### src/assert_macros.svh
// ----------------------------------------------------------------------------
// assert_macros.svh
// Assertion macros shared by the RTL. They expand to nothing in synthesis.
// ----------------------------------------------------------------------------
`ifndef ASSERT_MACROS_SVH
`define ASSERT_MACROS_SVH

`ifndef SYNTHESIS

// Clocked assertion, disabled while reset is asserted (active low).
`define SSF_ASSERT(label, clk, rst_n, prop, msg) \
    label: assert property (@(posedge clk) disable iff (!rst_n) (prop)) else $error(msg);

// Clocked assertion that is also checked during reset.
`define SSF_ASSERT_ALWAYS(label, clk, prop, msg) \
    label: assert property (@(posedge clk) (prop)) else $error(msg);

`else

`define SSF_ASSERT(label, clk, rst_n, prop, msg)
`define SSF_ASSERT_ALWAYS(label, clk, prop, msg)

`endif

`endif

### src/ssf16_pkg.sv
// ----------------------------------------------------------------------------
// ssf16_pkg
// Constants, codes and helper functions of the sparse section scanner.
// ----------------------------------------------------------------------------
`default_nettype none

package ssf16_pkg;

    // Field widths of the channels.
    localparam int DATA_W    = 8;
    localparam int FIELD_W   = 32;
    localparam int CSUM_W    = 16;
    localparam int RUN_W     = 8;

    // Default width of the byte offset counter.
    localparam int OFFSET_BITS_DEFAULT = 32;

    // Fletcher-16 modulus and zero run saturation limit.
    localparam logic [DATA_W:0]  MOD     = 9'd255;
    localparam logic [RUN_W-1:0] RUN_MAX = 8'd255;

    // Reset value of the gap threshold register.
    localparam logic [RUN_W-1:0] MIN_ZERO_RUN_RESET = 8'd64;

    // Command codes of an input word.
    localparam logic CMD_DATA = 1'b0;
    localparam logic CMD_END  = 1'b1;

    // Addition modulo 255 of two values that are each below 255.
    function automatic logic [DATA_W-1:0] add_mod(input logic [DATA_W-1:0] a,
                                                  input logic [DATA_W-1:0] b);
        logic [DATA_W:0] s;
        s = {1'b0, a} + {1'b0, b};
        return (s >= MOD) ? DATA_W'(s - MOD) : s[DATA_W-1:0];
    endfunction

endpackage

`default_nettype wire

### src/ssf16_channels.sv
// ----------------------------------------------------------------------------
// ssf16 channels
// Valid/ready interfaces for the byte input and the section report output.
// ----------------------------------------------------------------------------
`default_nettype none

interface ssf16_in_if;
    logic                           valid;
    logic                           ready;
    logic                           command;
    logic [ssf16_pkg::DATA_W-1:0]   data_byte;

    modport source (output valid, command, data_byte, input ready);
    modport sink   (input valid, command, data_byte, output ready);
endinterface

interface ssf16_out_if;
    logic                           valid;
    logic                           ready;
    logic [ssf16_pkg::FIELD_W-1:0]  section_start;
    logic [ssf16_pkg::FIELD_W-1:0]  section_length;
    logic [ssf16_pkg::CSUM_W-1:0]   checksum;
    logic                           at_end;
    logic                           offset_overflow;

    modport source (output valid, section_start, section_length, checksum, at_end,
                    offset_overflow, input ready);
    modport sink   (input valid, section_start, section_length, checksum, at_end,
                    offset_overflow, output ready);
endinterface

`default_nettype wire

### src/sparse_section_fletcher16_scanner.sv
// ----------------------------------------------------------------------------
// sparse_section_fletcher16_scanner
// Splits a byte stream into non-sparse sections and reports each section's
// start, length and Fletcher-16 checksum.
// ----------------------------------------------------------------------------
// Usage:
// Bytes arrive as words on in_ch (command 0 = data byte, 1 = end of stream).
// A section report leaves as a word on out_ch when a gap of at least
// min_zero_run zero bytes is followed by a nonzero byte, or at end of a non-empty stream.
// The threshold is written through cfg_wr_en / cfg_wr_data while idle; it
// resets to 64 and a value of zero acts as one.
// Each word goes through an input register and then the sum and compare logic
// into the output register, from which its report is presented on out_ch. One
// word is taken every cycle unless a word that would report waits in the input register.
// If the receiver stalls, the output register holds its report; words that
// cause no report keep flowing, and a word that would report waits in the
// input register, which drops in_ch.ready until the output slot frees up.
// Reset clears all stream state and the valid flags of both registers; an end-of-stream word
// also returns the stream state to its reset values, keeping the threshold.
// The offset counter saturates at all ones and sets a sticky overflow flag.
// ----------------------------------------------------------------------------
`default_nettype none
`include "assert_macros.svh"

module sparse_section_fletcher16_scanner #(
    parameter int OFFSET_BITS = ssf16_pkg::OFFSET_BITS_DEFAULT
) (
    input  wire logic                           clk,
    input  wire logic                           rst_n,
    input  wire logic                           cfg_wr_en,
    input  wire logic [ssf16_pkg::RUN_W-1:0]    cfg_wr_data,
    ssf16_in_if.sink                            in_ch,
    ssf16_out_if.source                         out_ch
);

    localparam int OB    = OFFSET_BITS;
    localparam int EXT_W = (OB > ssf16_pkg::FIELD_W) ? OB : ssf16_pkg::FIELD_W;
    localparam logic [OB-1:0] OFFSET_MAX = {OB{1'b1}};

    // Threshold register.
    logic [ssf16_pkg::RUN_W-1:0] min_zero_run_reg;

    // Input register.
    logic                          s1_valid_reg;
    logic                          s1_cmd_reg;
    logic [ssf16_pkg::DATA_W-1:0]  s1_byte_reg;

    // Stream state.
    logic [OB-1:0]                 byte_offset_reg, byte_offset_next;
    logic [OB-1:0]                 current_start_reg, current_start_next;
    logic [OB-1:0]                 gap_begin_reg, gap_begin_next;
    logic [ssf16_pkg::RUN_W-1:0]   zero_run_count_reg, zero_run_count_next;
    logic [ssf16_pkg::DATA_W-1:0]  low_sum_reg, low_sum_next;
    logic [ssf16_pkg::DATA_W-1:0]  high_sum_reg, high_sum_next;
    logic [ssf16_pkg::DATA_W-1:0]  shadow_high_sum_reg, shadow_high_sum_next;
    logic                          overflow_seen_reg, overflow_seen_next;

    // Output register.
    logic                          out_valid_reg;
    logic [ssf16_pkg::FIELD_W-1:0] out_start_reg;
    logic [ssf16_pkg::FIELD_W-1:0] out_length_reg;
    logic [ssf16_pkg::CSUM_W-1:0]  out_checksum_reg;
    logic                          out_at_end_reg;
    logic                          out_overflow_reg;

    // Report produced by the word in the input register.
    logic                          emit;
    logic [OB-1:0]                 emit_length;
    logic [ssf16_pkg::DATA_W-1:0]  emit_high;
    logic                          s1_adv;
    logic                          out_slot_free;
    logic [EXT_W-1:0]              start_ext;
    logic [EXT_W-1:0]              length_ext;

    // Handshake: the input register moves on unless its report is blocked.
    assign out_slot_free = !out_valid_reg || out_ch.ready;
    assign s1_adv        = s1_valid_reg && (!emit || out_slot_free);
    assign in_ch.ready   = !s1_valid_reg || s1_adv;

    // Threshold register write.
    always_ff @(posedge clk or negedge rst_n)
    begin
        if (!rst_n)
        begin
            min_zero_run_reg <= ssf16_pkg::MIN_ZERO_RUN_RESET;
        end
        else if (cfg_wr_en)
        begin
            min_zero_run_reg <= cfg_wr_data;
        end
    end

    // Input register.
    always_ff @(posedge clk or negedge rst_n)
    begin
        if (!rst_n)
        begin
            s1_valid_reg <= 1'b0;
        end
        else if (in_ch.valid && in_ch.ready)
        begin
            s1_valid_reg <= 1'b1;
        end
        else if (s1_adv)
        begin
            s1_valid_reg <= 1'b0;
        end
    end

    always_ff @(posedge clk)
    begin
        if (in_ch.valid && in_ch.ready)
        begin
            s1_cmd_reg  <= in_ch.command;
            s1_byte_reg <= in_ch.data_byte;
        end
    end

    // Section tracking and checksum update for one word.
    always_comb
    begin
        logic [ssf16_pkg::RUN_W-1:0]  thr;
        logic                         gap;
        logic [ssf16_pkg::DATA_W-1:0] low_base;
        logic [ssf16_pkg::DATA_W-1:0] high_base;
        logic [ssf16_pkg::DATA_W-1:0] shadow_base;
        logic [ssf16_pkg::DATA_W-1:0] low_new;

        thr         = (min_zero_run_reg == '0) ? ssf16_pkg::RUN_W'(1) : min_zero_run_reg;
        gap         = (zero_run_count_reg != '0) && (zero_run_count_reg >= thr);
        low_base    = low_sum_reg;
        high_base   = high_sum_reg;
        shadow_base = shadow_high_sum_reg;
        low_new     = low_sum_reg;

        byte_offset_next     = byte_offset_reg;
        current_start_next   = current_start_reg;
        gap_begin_next       = gap_begin_reg;
        zero_run_count_next  = zero_run_count_reg;
        low_sum_next         = low_sum_reg;
        high_sum_next        = high_sum_reg;
        shadow_high_sum_next = shadow_high_sum_reg;
        overflow_seen_next   = overflow_seen_reg;

        emit        = 1'b0;
        emit_length = '0;
        emit_high   = high_sum_reg;

        if (s1_cmd_reg == ssf16_pkg::CMD_END)
        begin
            // End of stream: report the last section, then clear the stream.
            if (gap)
            begin
                emit        = 1'b1;
                emit_length = gap_begin_reg - current_start_reg;
            end
            else
            begin
                if (zero_run_count_reg != '0)
                begin
                    emit_high = shadow_high_sum_reg;
                end
                if (current_start_reg != byte_offset_reg)
                begin
                    emit        = 1'b1;
                    emit_length = byte_offset_reg - current_start_reg;
                end
            end
            byte_offset_next     = '0;
            current_start_next   = '0;
            gap_begin_next       = '0;
            zero_run_count_next  = '0;
            low_sum_next         = '0;
            high_sum_next        = '0;
            shadow_high_sum_next = '0;
            overflow_seen_next   = 1'b0;
        end
        else
        begin
            if (s1_byte_reg != '0)
            begin
                // A nonzero byte closes a pending zero run.
                if (zero_run_count_reg != '0)
                begin
                    if (gap)
                    begin
                        emit               = 1'b1;
                        emit_length        = gap_begin_reg - current_start_reg;
                        low_base           = '0;
                        high_base          = '0;
                        current_start_next = byte_offset_reg;
                    end
                    else
                    begin
                        high_base = shadow_high_sum_reg;
                    end
                    zero_run_count_next = '0;
                end
                low_new              = ssf16_pkg::add_mod(low_base, s1_byte_reg);
                low_sum_next         = low_new;
                high_sum_next        = ssf16_pkg::add_mod(high_base, low_new);
                shadow_high_sum_next = ssf16_pkg::add_mod(high_base, low_new);
            end
            else
            begin
                // A zero byte extends the run; the shadow sum keeps it as data.
                if (zero_run_count_reg == '0)
                begin
                    gap_begin_next = byte_offset_reg;
                    shadow_base    = high_sum_reg;
                end
                if (zero_run_count_reg != ssf16_pkg::RUN_MAX)
                begin
                    zero_run_count_next = zero_run_count_reg + 1'b1;
                end
                shadow_high_sum_next = ssf16_pkg::add_mod(shadow_base, low_sum_reg);
            end

            // Saturating offset counter.
            if (byte_offset_reg == OFFSET_MAX)
            begin
                overflow_seen_next = 1'b1;
            end
            else
            begin
                byte_offset_next = byte_offset_reg + 1'b1;
            end
        end
    end

    // Stream state registers.
    always_ff @(posedge clk or negedge rst_n)
    begin
        if (!rst_n)
        begin
            byte_offset_reg     <= '0;
            current_start_reg   <= '0;
            gap_begin_reg       <= '0;
            zero_run_count_reg  <= '0;
            low_sum_reg         <= '0;
            high_sum_reg        <= '0;
            shadow_high_sum_reg <= '0;
            overflow_seen_reg   <= 1'b0;
        end
        else if (s1_adv)
        begin
            byte_offset_reg     <= byte_offset_next;
            current_start_reg   <= current_start_next;
            gap_begin_reg       <= gap_begin_next;
            zero_run_count_reg  <= zero_run_count_next;
            low_sum_reg         <= low_sum_next;
            high_sum_reg        <= high_sum_next;
            shadow_high_sum_reg <= shadow_high_sum_next;
            overflow_seen_reg   <= overflow_seen_next;
        end
    end

    // Offsets are reported in their low 32 bits.
    assign start_ext  = EXT_W'(current_start_reg);
    assign length_ext = EXT_W'(emit_length);

    // Output register.
    always_ff @(posedge clk or negedge rst_n)
    begin
        if (!rst_n)
        begin
            out_valid_reg <= 1'b0;
        end
        else if (s1_adv && emit)
        begin
            out_valid_reg <= 1'b1;
        end
        else if (out_ch.ready)
        begin
            out_valid_reg <= 1'b0;
        end
    end

    always_ff @(posedge clk)
    begin
        if (s1_adv && emit)
        begin
            out_start_reg    <= start_ext[ssf16_pkg::FIELD_W-1:0];
            out_length_reg   <= length_ext[ssf16_pkg::FIELD_W-1:0];
            out_checksum_reg <= {emit_high, low_sum_reg};
            out_at_end_reg   <= (s1_cmd_reg == ssf16_pkg::CMD_END);
            out_overflow_reg <= overflow_seen_reg;
        end
    end

    assign out_ch.valid           = out_valid_reg;
    assign out_ch.section_start   = out_start_reg;
    assign out_ch.section_length  = out_length_reg;
    assign out_ch.checksum        = out_checksum_reg;
    assign out_ch.at_end          = out_at_end_reg;
    assign out_ch.offset_overflow = out_overflow_reg;

    // Sums stay reduced modulo 255.
    `SSF_ASSERT_ALWAYS(a_sums_reduced, clk,
        (low_sum_reg != 8'hFF) && (high_sum_reg != 8'hFF) && (shadow_high_sum_reg != 8'hFF),
        "checksum sum left unreduced")

    // Section and gap starts never run ahead of the offset counter.
    `SSF_ASSERT(a_start_order, clk, rst_n,
        (current_start_reg <= byte_offset_reg) && (gap_begin_reg <= byte_offset_reg),
        "section or gap start beyond byte offset")

    // A reporting word may not advance into a blocked output register.
    `SSF_ASSERT(a_no_overwrite, clk, rst_n,
        (out_valid_reg && !out_ch.ready && emit) |-> !s1_adv,
        "report overwrote a pending output word")

    // End of stream returns the stream state to reset values.
    `SSF_ASSERT(a_end_clears, clk, rst_n,
        (s1_adv && (s1_cmd_reg == ssf16_pkg::CMD_END)) |=>
            ((byte_offset_reg == '0) && (zero_run_count_reg == '0) && !overflow_seen_reg),
        "stream state not cleared after end of input")

endmodule

`default_nettype wire
### src/flat_wrapper.sv
// flat-port wrapper written by rule: the top's interface ports become plain ports
module sparse_section_fletcher16_scanner_flat 
#(
    parameter int OFFSET_BITS = ssf16_pkg::OFFSET_BITS_DEFAULT
)
  (clk, rst_n, cfg_wr_en, cfg_wr_data, in_ch_valid, in_ch_command, in_ch_data_byte, in_ch_ready, out_ch_valid, out_ch_section_start, out_ch_section_length, out_ch_checksum, out_ch_at_end, out_ch_offset_overflow, out_ch_ready);
  ssf16_in_if in_ch_i ();
  ssf16_out_if out_ch_i ();
  input  wire logic clk;
  input  wire logic rst_n;
  input  wire logic cfg_wr_en;
  input  wire logic [ssf16_pkg::RUN_W-1:0] cfg_wr_data;
  input wire logic [$bits(in_ch_i.valid)-1:0] in_ch_valid;
  input wire logic [$bits(in_ch_i.command)-1:0] in_ch_command;
  input wire logic [$bits(in_ch_i.data_byte)-1:0] in_ch_data_byte;
  output wire logic [$bits(in_ch_i.ready)-1:0] in_ch_ready;
  output wire logic [$bits(out_ch_i.valid)-1:0] out_ch_valid;
  output wire logic [$bits(out_ch_i.section_start)-1:0] out_ch_section_start;
  output wire logic [$bits(out_ch_i.section_length)-1:0] out_ch_section_length;
  output wire logic [$bits(out_ch_i.checksum)-1:0] out_ch_checksum;
  output wire logic [$bits(out_ch_i.at_end)-1:0] out_ch_at_end;
  output wire logic [$bits(out_ch_i.offset_overflow)-1:0] out_ch_offset_overflow;
  input wire logic [$bits(out_ch_i.ready)-1:0] out_ch_ready;
  assign in_ch_i.valid = in_ch_valid;
  assign in_ch_i.command = in_ch_command;
  assign in_ch_i.data_byte = in_ch_data_byte;
  assign in_ch_ready = in_ch_i.ready;
  assign out_ch_valid = out_ch_i.valid;
  assign out_ch_section_start = out_ch_i.section_start;
  assign out_ch_section_length = out_ch_i.section_length;
  assign out_ch_checksum = out_ch_i.checksum;
  assign out_ch_at_end = out_ch_i.at_end;
  assign out_ch_offset_overflow = out_ch_i.offset_overflow;
  assign out_ch_i.ready = out_ch_ready;
  sparse_section_fletcher16_scanner #(.OFFSET_BITS(OFFSET_BITS)) u_core (.clk(clk), .rst_n(rst_n), .cfg_wr_en(cfg_wr_en), .cfg_wr_data(cfg_wr_data), .in_ch(in_ch_i), .out_ch(out_ch_i));
endmodule
### config.mk
export PLATFORM = sky130hd
export DESIGN_NAME = sparse_section_fletcher16_scanner_flat
export DESIGN_NICKNAME = d
export VERILOG_FILES = /design/src/ssf16_pkg.sv /design/src/ssf16_channels.sv /design/src/sparse_section_fletcher16_scanner.sv /design/src/flat_wrapper.sv
export VERILOG_INCLUDE_DIRS = /design/src /design/src/src
export SDC_FILE = /design/constraint.sdc
export NUM_CORES = 1
export LEC_CHECK = 0
export ABC_AREA = 1
export BUFFER_PORTS_ARGS = -buffer_cell sky130_fd_sc_hd__buf_2
export CAP_MARGIN = 20
export CORE_UTILIZATION = 56
export CTS_CLUSTER_DIAMETER = 80
export CTS_CLUSTER_SIZE = 16
export DETAILED_ROUTE_END_ITERATION = 10
export GPL_ROUTABILITY_DRIVEN = 0
export PLACE_DENSITY = 0.74
export SLEW_MARGIN = 20
export SYNTH_ARGS = -nofsm -noshare
export SYNTH_HDL_FRONTEND = slang
export SYNTH_SLANG_ARGS = --single-unit
### constraint.sdc
create_clock -name clk -period 5.6 [get_ports clk]
set_input_delay 0.56 -clock clk [delete_from_list [all_inputs] [get_ports clk]]
set_output_delay 0.56 -clock clk [all_outputs]
set_load 0.02 [all_outputs]
==> impl_metrics.prom <==
# TYPE chip_impl_metric gauge
chip_impl_info{name="run_status",value="finished, violations left"} 1
chip_impl_info{name="failed_checks",value="negative setup slack"} 1
chip_impl_metric{name="worstPathRequired",unit="ps"} 5950
chip_impl_metric{name="avgRoutedWirePerCell",unit="um"} 17.65
chip_impl_metric{name="detail_route.drc_violations",unit=""} 0
chip_impl_metric{name="antenna_violation_net_count_after_detailed_routing",unit=""} 0
chip_impl_metric{name="fp.coreArea",unit="um2"} 27100
chip_impl_metric{name="finalWorstPathRequiredPeriod",unit="ps"} 5755
chip_impl_info{name="synth.top_cells.by_area",value="dfrtp_1 22%, edfxtp_1 18%, nand2_1 12%, ha_1 8.1%, inv_1 6.3%"} 1
chip_impl_metric{name="fraction_of_layout_cells_with_a_size_suffix_above_1",unit="%"} 12.24
chip_impl_metric{name="sw_frac_of_total",unit="%"} 50.68
chip_impl_metric{name="yosysUniqueCellTypes",unit=""} 49
chip_impl_info{name="rsz0062_at_grt",value="yes"} 1
chip_impl_metric{name="combinational_cell_fraction_of_total_power",unit="%"} 67.3
chip_impl_metric{name="cp_max_stage_delay",unit="ps"} 620
chip_impl_metric{name="setup_violations",unit=""} 14
chip_impl_metric{name="slew-limit-headroom",unit="%"} 29.16
chip_impl_info{name="timing.hold.worst.class",value="in -> reg"} 1
chip_impl_info{name="layout_commonest_cell",value="nand2_1"} 1
chip_impl_metric{name="area.growth.synth_to_final",unit="%"} 14.33
chip_impl_metric{name="crit_fanout",unit=""} 7
chip_impl_metric{name="overflow",unit=""} 0
chip_impl_metric{name="detailed_place_hpwl",unit="um"} 33460
chip_impl_metric{name="nNetsFinal",unit=""} 2305
chip_impl_metric{name="achievable-frequency",unit="GHz"} 0.1738
chip_impl_info{name="critical-path-top-delay-family",value="simple AND/OR/NAND/NOR gates"} 1
chip_impl_metric{name="track_usage",unit="%"} 31.33
chip_impl_metric{name="final.setup_skew",unit="ps"} 16.92
chip_impl_metric{name="post-place-cells",unit=""} 2511
chip_impl_metric{name="synth_edf_count",unit=""} 91
chip_impl_metric{name="nFillCells",unit=""} 2302
chip_impl_metric{name="seqPwrFrac",unit="%"} 21.9
chip_impl_metric{name="power.ir.vdd_worst",unit="uV"} 1154
chip_impl_metric{name="die_area",unit="um2"} 28510
chip_impl_metric{name="stdcell_area",unit="um2"} 17820
chip_impl_metric{name="die_height",unit="um"} 168.8
chip_impl_metric{name="drv_slew",unit=""} 0
chip_impl_info{name="ctsRootBufferMaster",value="clkbuf_16"} 1
chip_impl_metric{name="tightest_slew",unit="ps"} 1059
chip_impl_metric{name="post_synth_inst_count",unit=""} 2047
chip_impl_metric{name="detailedRoute.firstIterationViolations",unit=""} 1435
chip_impl_metric{name="grt_pass1_vias",unit=""} 14180
chip_impl_metric{name="mappedNetlistArea",unit="um2"} 15590
chip_impl_metric{name="diodes",unit=""} 0
chip_impl_metric{name="worstSkewPairLatency",unit="ps"} 510
chip_impl_metric{name="layout.area.seq",unit="um2"} 6212
chip_impl_metric{name="power_density",unit="nW/um2"} 653.2
chip_impl_metric{name="clk_path_buf_depth",unit=""} 3
chip_impl_metric{name="fp-row-count",unit=""} 60
chip_impl_metric{name="numPortBuffers",unit=""} 105
chip_impl_metric{name="placed_area",unit="um2"} 16640
chip_impl_metric{name="final_hold_violations",unit=""} 0
chip_impl_metric{name="via_per_inst",unit=""} 5.810
chip_impl_metric{name="netSwitchingPower",unit="uW"} 5900
chip_impl_metric{name="timing.final.ws_setup",unit="ps"} -155.3
chip_impl_metric{name="h-tree-depth",unit=""} 1
chip_impl_metric{name="power.share.clock",unit="%"} 10.9
chip_impl_metric{name="internal-power",unit="uW"} 5743
chip_impl_metric{name="antenna_found_initial",unit=""} 0
chip_impl_info{name="most-common-layout-cells",value="469 x nand2_1, 248 x inv_1, 221 x nor2_1"} 1
chip_impl_metric{name="wl",unit="um"} 45190
chip_impl_metric{name="synth_async_reset_ratio",unit="%"} 60.43
chip_impl_metric{name="yosys.area.top_type_share",unit="%"} 22.15
chip_impl_metric{name="floorplan.die.width",unit="um"} 168.8
chip_impl_metric{name="static-leakage-power",unit="uW"} 0.008153
chip_impl_info{name="clock_tree_from_tritoncts",value="done"} 1
chip_impl_info{name="critical_path_s_most_frequent_cell",value="nand2_1"} 1
chip_impl_metric{name="instances_no_fill",unit=""} 2561
chip_impl_metric{name="cap_viol_max_count",unit=""} 0
chip_impl_metric{name="pin_count_of_the_biggest_net_entering_global_routing",unit=""} 66
chip_impl_metric{name="ys_seq_area_share",unit="%"} 39.85
chip_impl_metric{name="multi_input_combinational_cell_area",unit="um2"} 8716
chip_impl_metric{name="holdWs",unit="ps"} 221.5
chip_impl_metric{name="yosys_warnings",unit=""} 0
chip_impl_info{name="ys_dominant_reg_cell",value="dfrtp_1"} 1
chip_impl_info{name="setup.worst_path.start_class",value="register"} 1
chip_impl_metric{name="detail_route.first_pass.iterations",unit=""} 8
chip_impl_info{name="critical_path.slowest_cell",value="fa_2"} 1
chip_impl_metric{name="routed-via-count",unit=""} 14880
chip_impl_metric{name="syn-mean-instance-area",unit="um2"} 7.615
chip_impl_metric{name="design_power_total",unit="uW"} 11640
chip_impl_metric{name="pin_count",unit=""} 106
chip_impl_metric{name="clk_pin_slew_worst_paths",unit="ps"} 80
chip_impl_info{name="cp-end-kind",value="register"} 1
chip_impl_metric{name="timing.setup.tns",unit="ps"} -1396
chip_impl_metric{name="worstPathBufferInverterCount",unit=""} 7
chip_impl_metric{name="clkSinkCount",unit=""} 230
chip_impl_info{name="netlist.top_cell.by_area",value="dfrtp_1"} 1
chip_impl_metric{name="post-route-period-util",unit="%"} 102.8
chip_impl_info{name="path_type_of_the_worst_setup_path",value="reg -> reg"} 1
chip_impl_metric{name="critPathArrivalTime",unit="ps"} 6100
chip_impl_metric{name="cts_made_buffers",unit=""} 18
chip_impl_metric{name="postSynthRegisterBits",unit=""} 230
chip_impl_metric{name="initial_utilization",unit="%"} 57.52
chip_impl_metric{name="syn_nets",unit=""} 2175
chip_impl_metric{name="first_pass_grt_wire_length",unit="um"} 71180
-- metrics by stage --
stage | utilization [%] | setup WS (ps)
final | 65.77 | -155.3
after global routing | 65.77 | -383.2
after CTS | 63.86 | 2.267
after detailed placement | 61.40 | -276.5
after global placement | 61.40 | 45.68
after floorplan | - | 12.12
-- worst paths after layout --
kind	from	end	slack, ps	depth (start not counted)
max in group asynchronous	rst_n	u_core.gap_begin_reg[15]$_DFFE_PN0P_	3950	3
worst max register to register	u_core.min_zero_run_reg[2]$_DFFE_PN0P_	u_core.high_sum_reg[0]$_DFFE_PN0P_	-160	38
worst max-delay path	u_core.min_zero_run_reg[2]$_DFFE_PN0P_	u_core.high_sum_reg[0]$_DFFE_PN0P_	-160	38
min in group asynchronous	rst_n	u_core.byte_offset_reg[30]$_DFFE_PN0P_	490	2
worst min register to register	u_core.current_start_reg[23]$_DFFE_PN0P_	u_core.out_ch.section_start[23]$_DFFE_PP_	480	0
worst min-delay path	in_ch_data_byte[0]	u_core.s1_byte_reg[0]$_DFFE_PP_	220	1
-- cell type report --
type | count | area share, %
clock buffer | 31 | 3.033
inverter | 263 | 5.560
timing repair buffer | 149 | 5.005
multi-input combinational | 1515 | 48.90
clock inverter | 1 | 0.03510
tap | 372 | 2.611
sequential | 230 | 34.85
-- logic make-up (layout without fill, tap and decap cells) --
kind of cell,after synthesis,count (layout),synth area share (%)
simple gates,957,958,25.95
buf+inv,303,444,7.601
flops,230,230,39.85
fa+ha+maj,106,106,8.749
xor+xnor,79,79,4.439
compound gates,372,372,13.41
-- metal layers --
layer  share of wire, %  global-route usage [%]  routed length (um)  vias to the layer above
met3                7.0                   4.302                3141                      147
met4                5.0                   13.75                2264                        0
li1                   -                       -                   -                     7072
met5                  0                       0                   0                        -
met1                 41                   39.42               18300                     7007
met2                 48                   53.83               21480                      654
-- power by group through the flow --
stage               registers [uW]  logic (uW)  clock network, uW
finish                        2540        7830               1270
global route                  2600        8480               1350
detailed placement            2570        6320                  0
global placement              2560        6150                  0
floorplan                     2830        4370                  0
CTS                           2540        6440               1290
-- worst reg2reg max path: cells and delay by family (launching register included) --
kind	cells	cell delay [ps]
compound gates	6	940
fa+ha+maj	5	1480
buf+inv	7	670
flops	1	380
simple gates	20	2150
-- timing repair --
item	in CTS	in global routing
setup buffers	5	11
pin swaps	2	49
endpoints found under the hold margin	28	0
setup endpoints to repair	16	16
gates cloned	0	1
resized for setup	14	105
hold buffers	1	0
-- synth_stat cells, types with 2 or more instances --
cell type,instances
fa_1,5
o21bai_1,3
nand3_2,2
a21o_1,10
buf_2,11
o221ai_1,2
o21ai_1,9
a21oi_1,105
edfxtp_1,91
inv_1,260
nor4_1,15
nand3_1,109
xnor2_1,24
and2_1,4
buf_4,7
o21a_1,39
o211ai_1,7
nor2_2,2
o21ai_0,169
ha_1,101
nor3b_1,2
a211oi_1,3
o22ai_1,6
nand2_1,488
nor3_1,41
o2111ai_1,3
nor2_1,231
dfrtp_1,138
nand3b_1,15
clkbuf_1,20
nor2_4,2
clkinv_1,3
nand4_1,40
a21boi_0,6
a31oi_1,4
xor2_1,55
or2_2,3
Power figures use the tool's default switching activity.
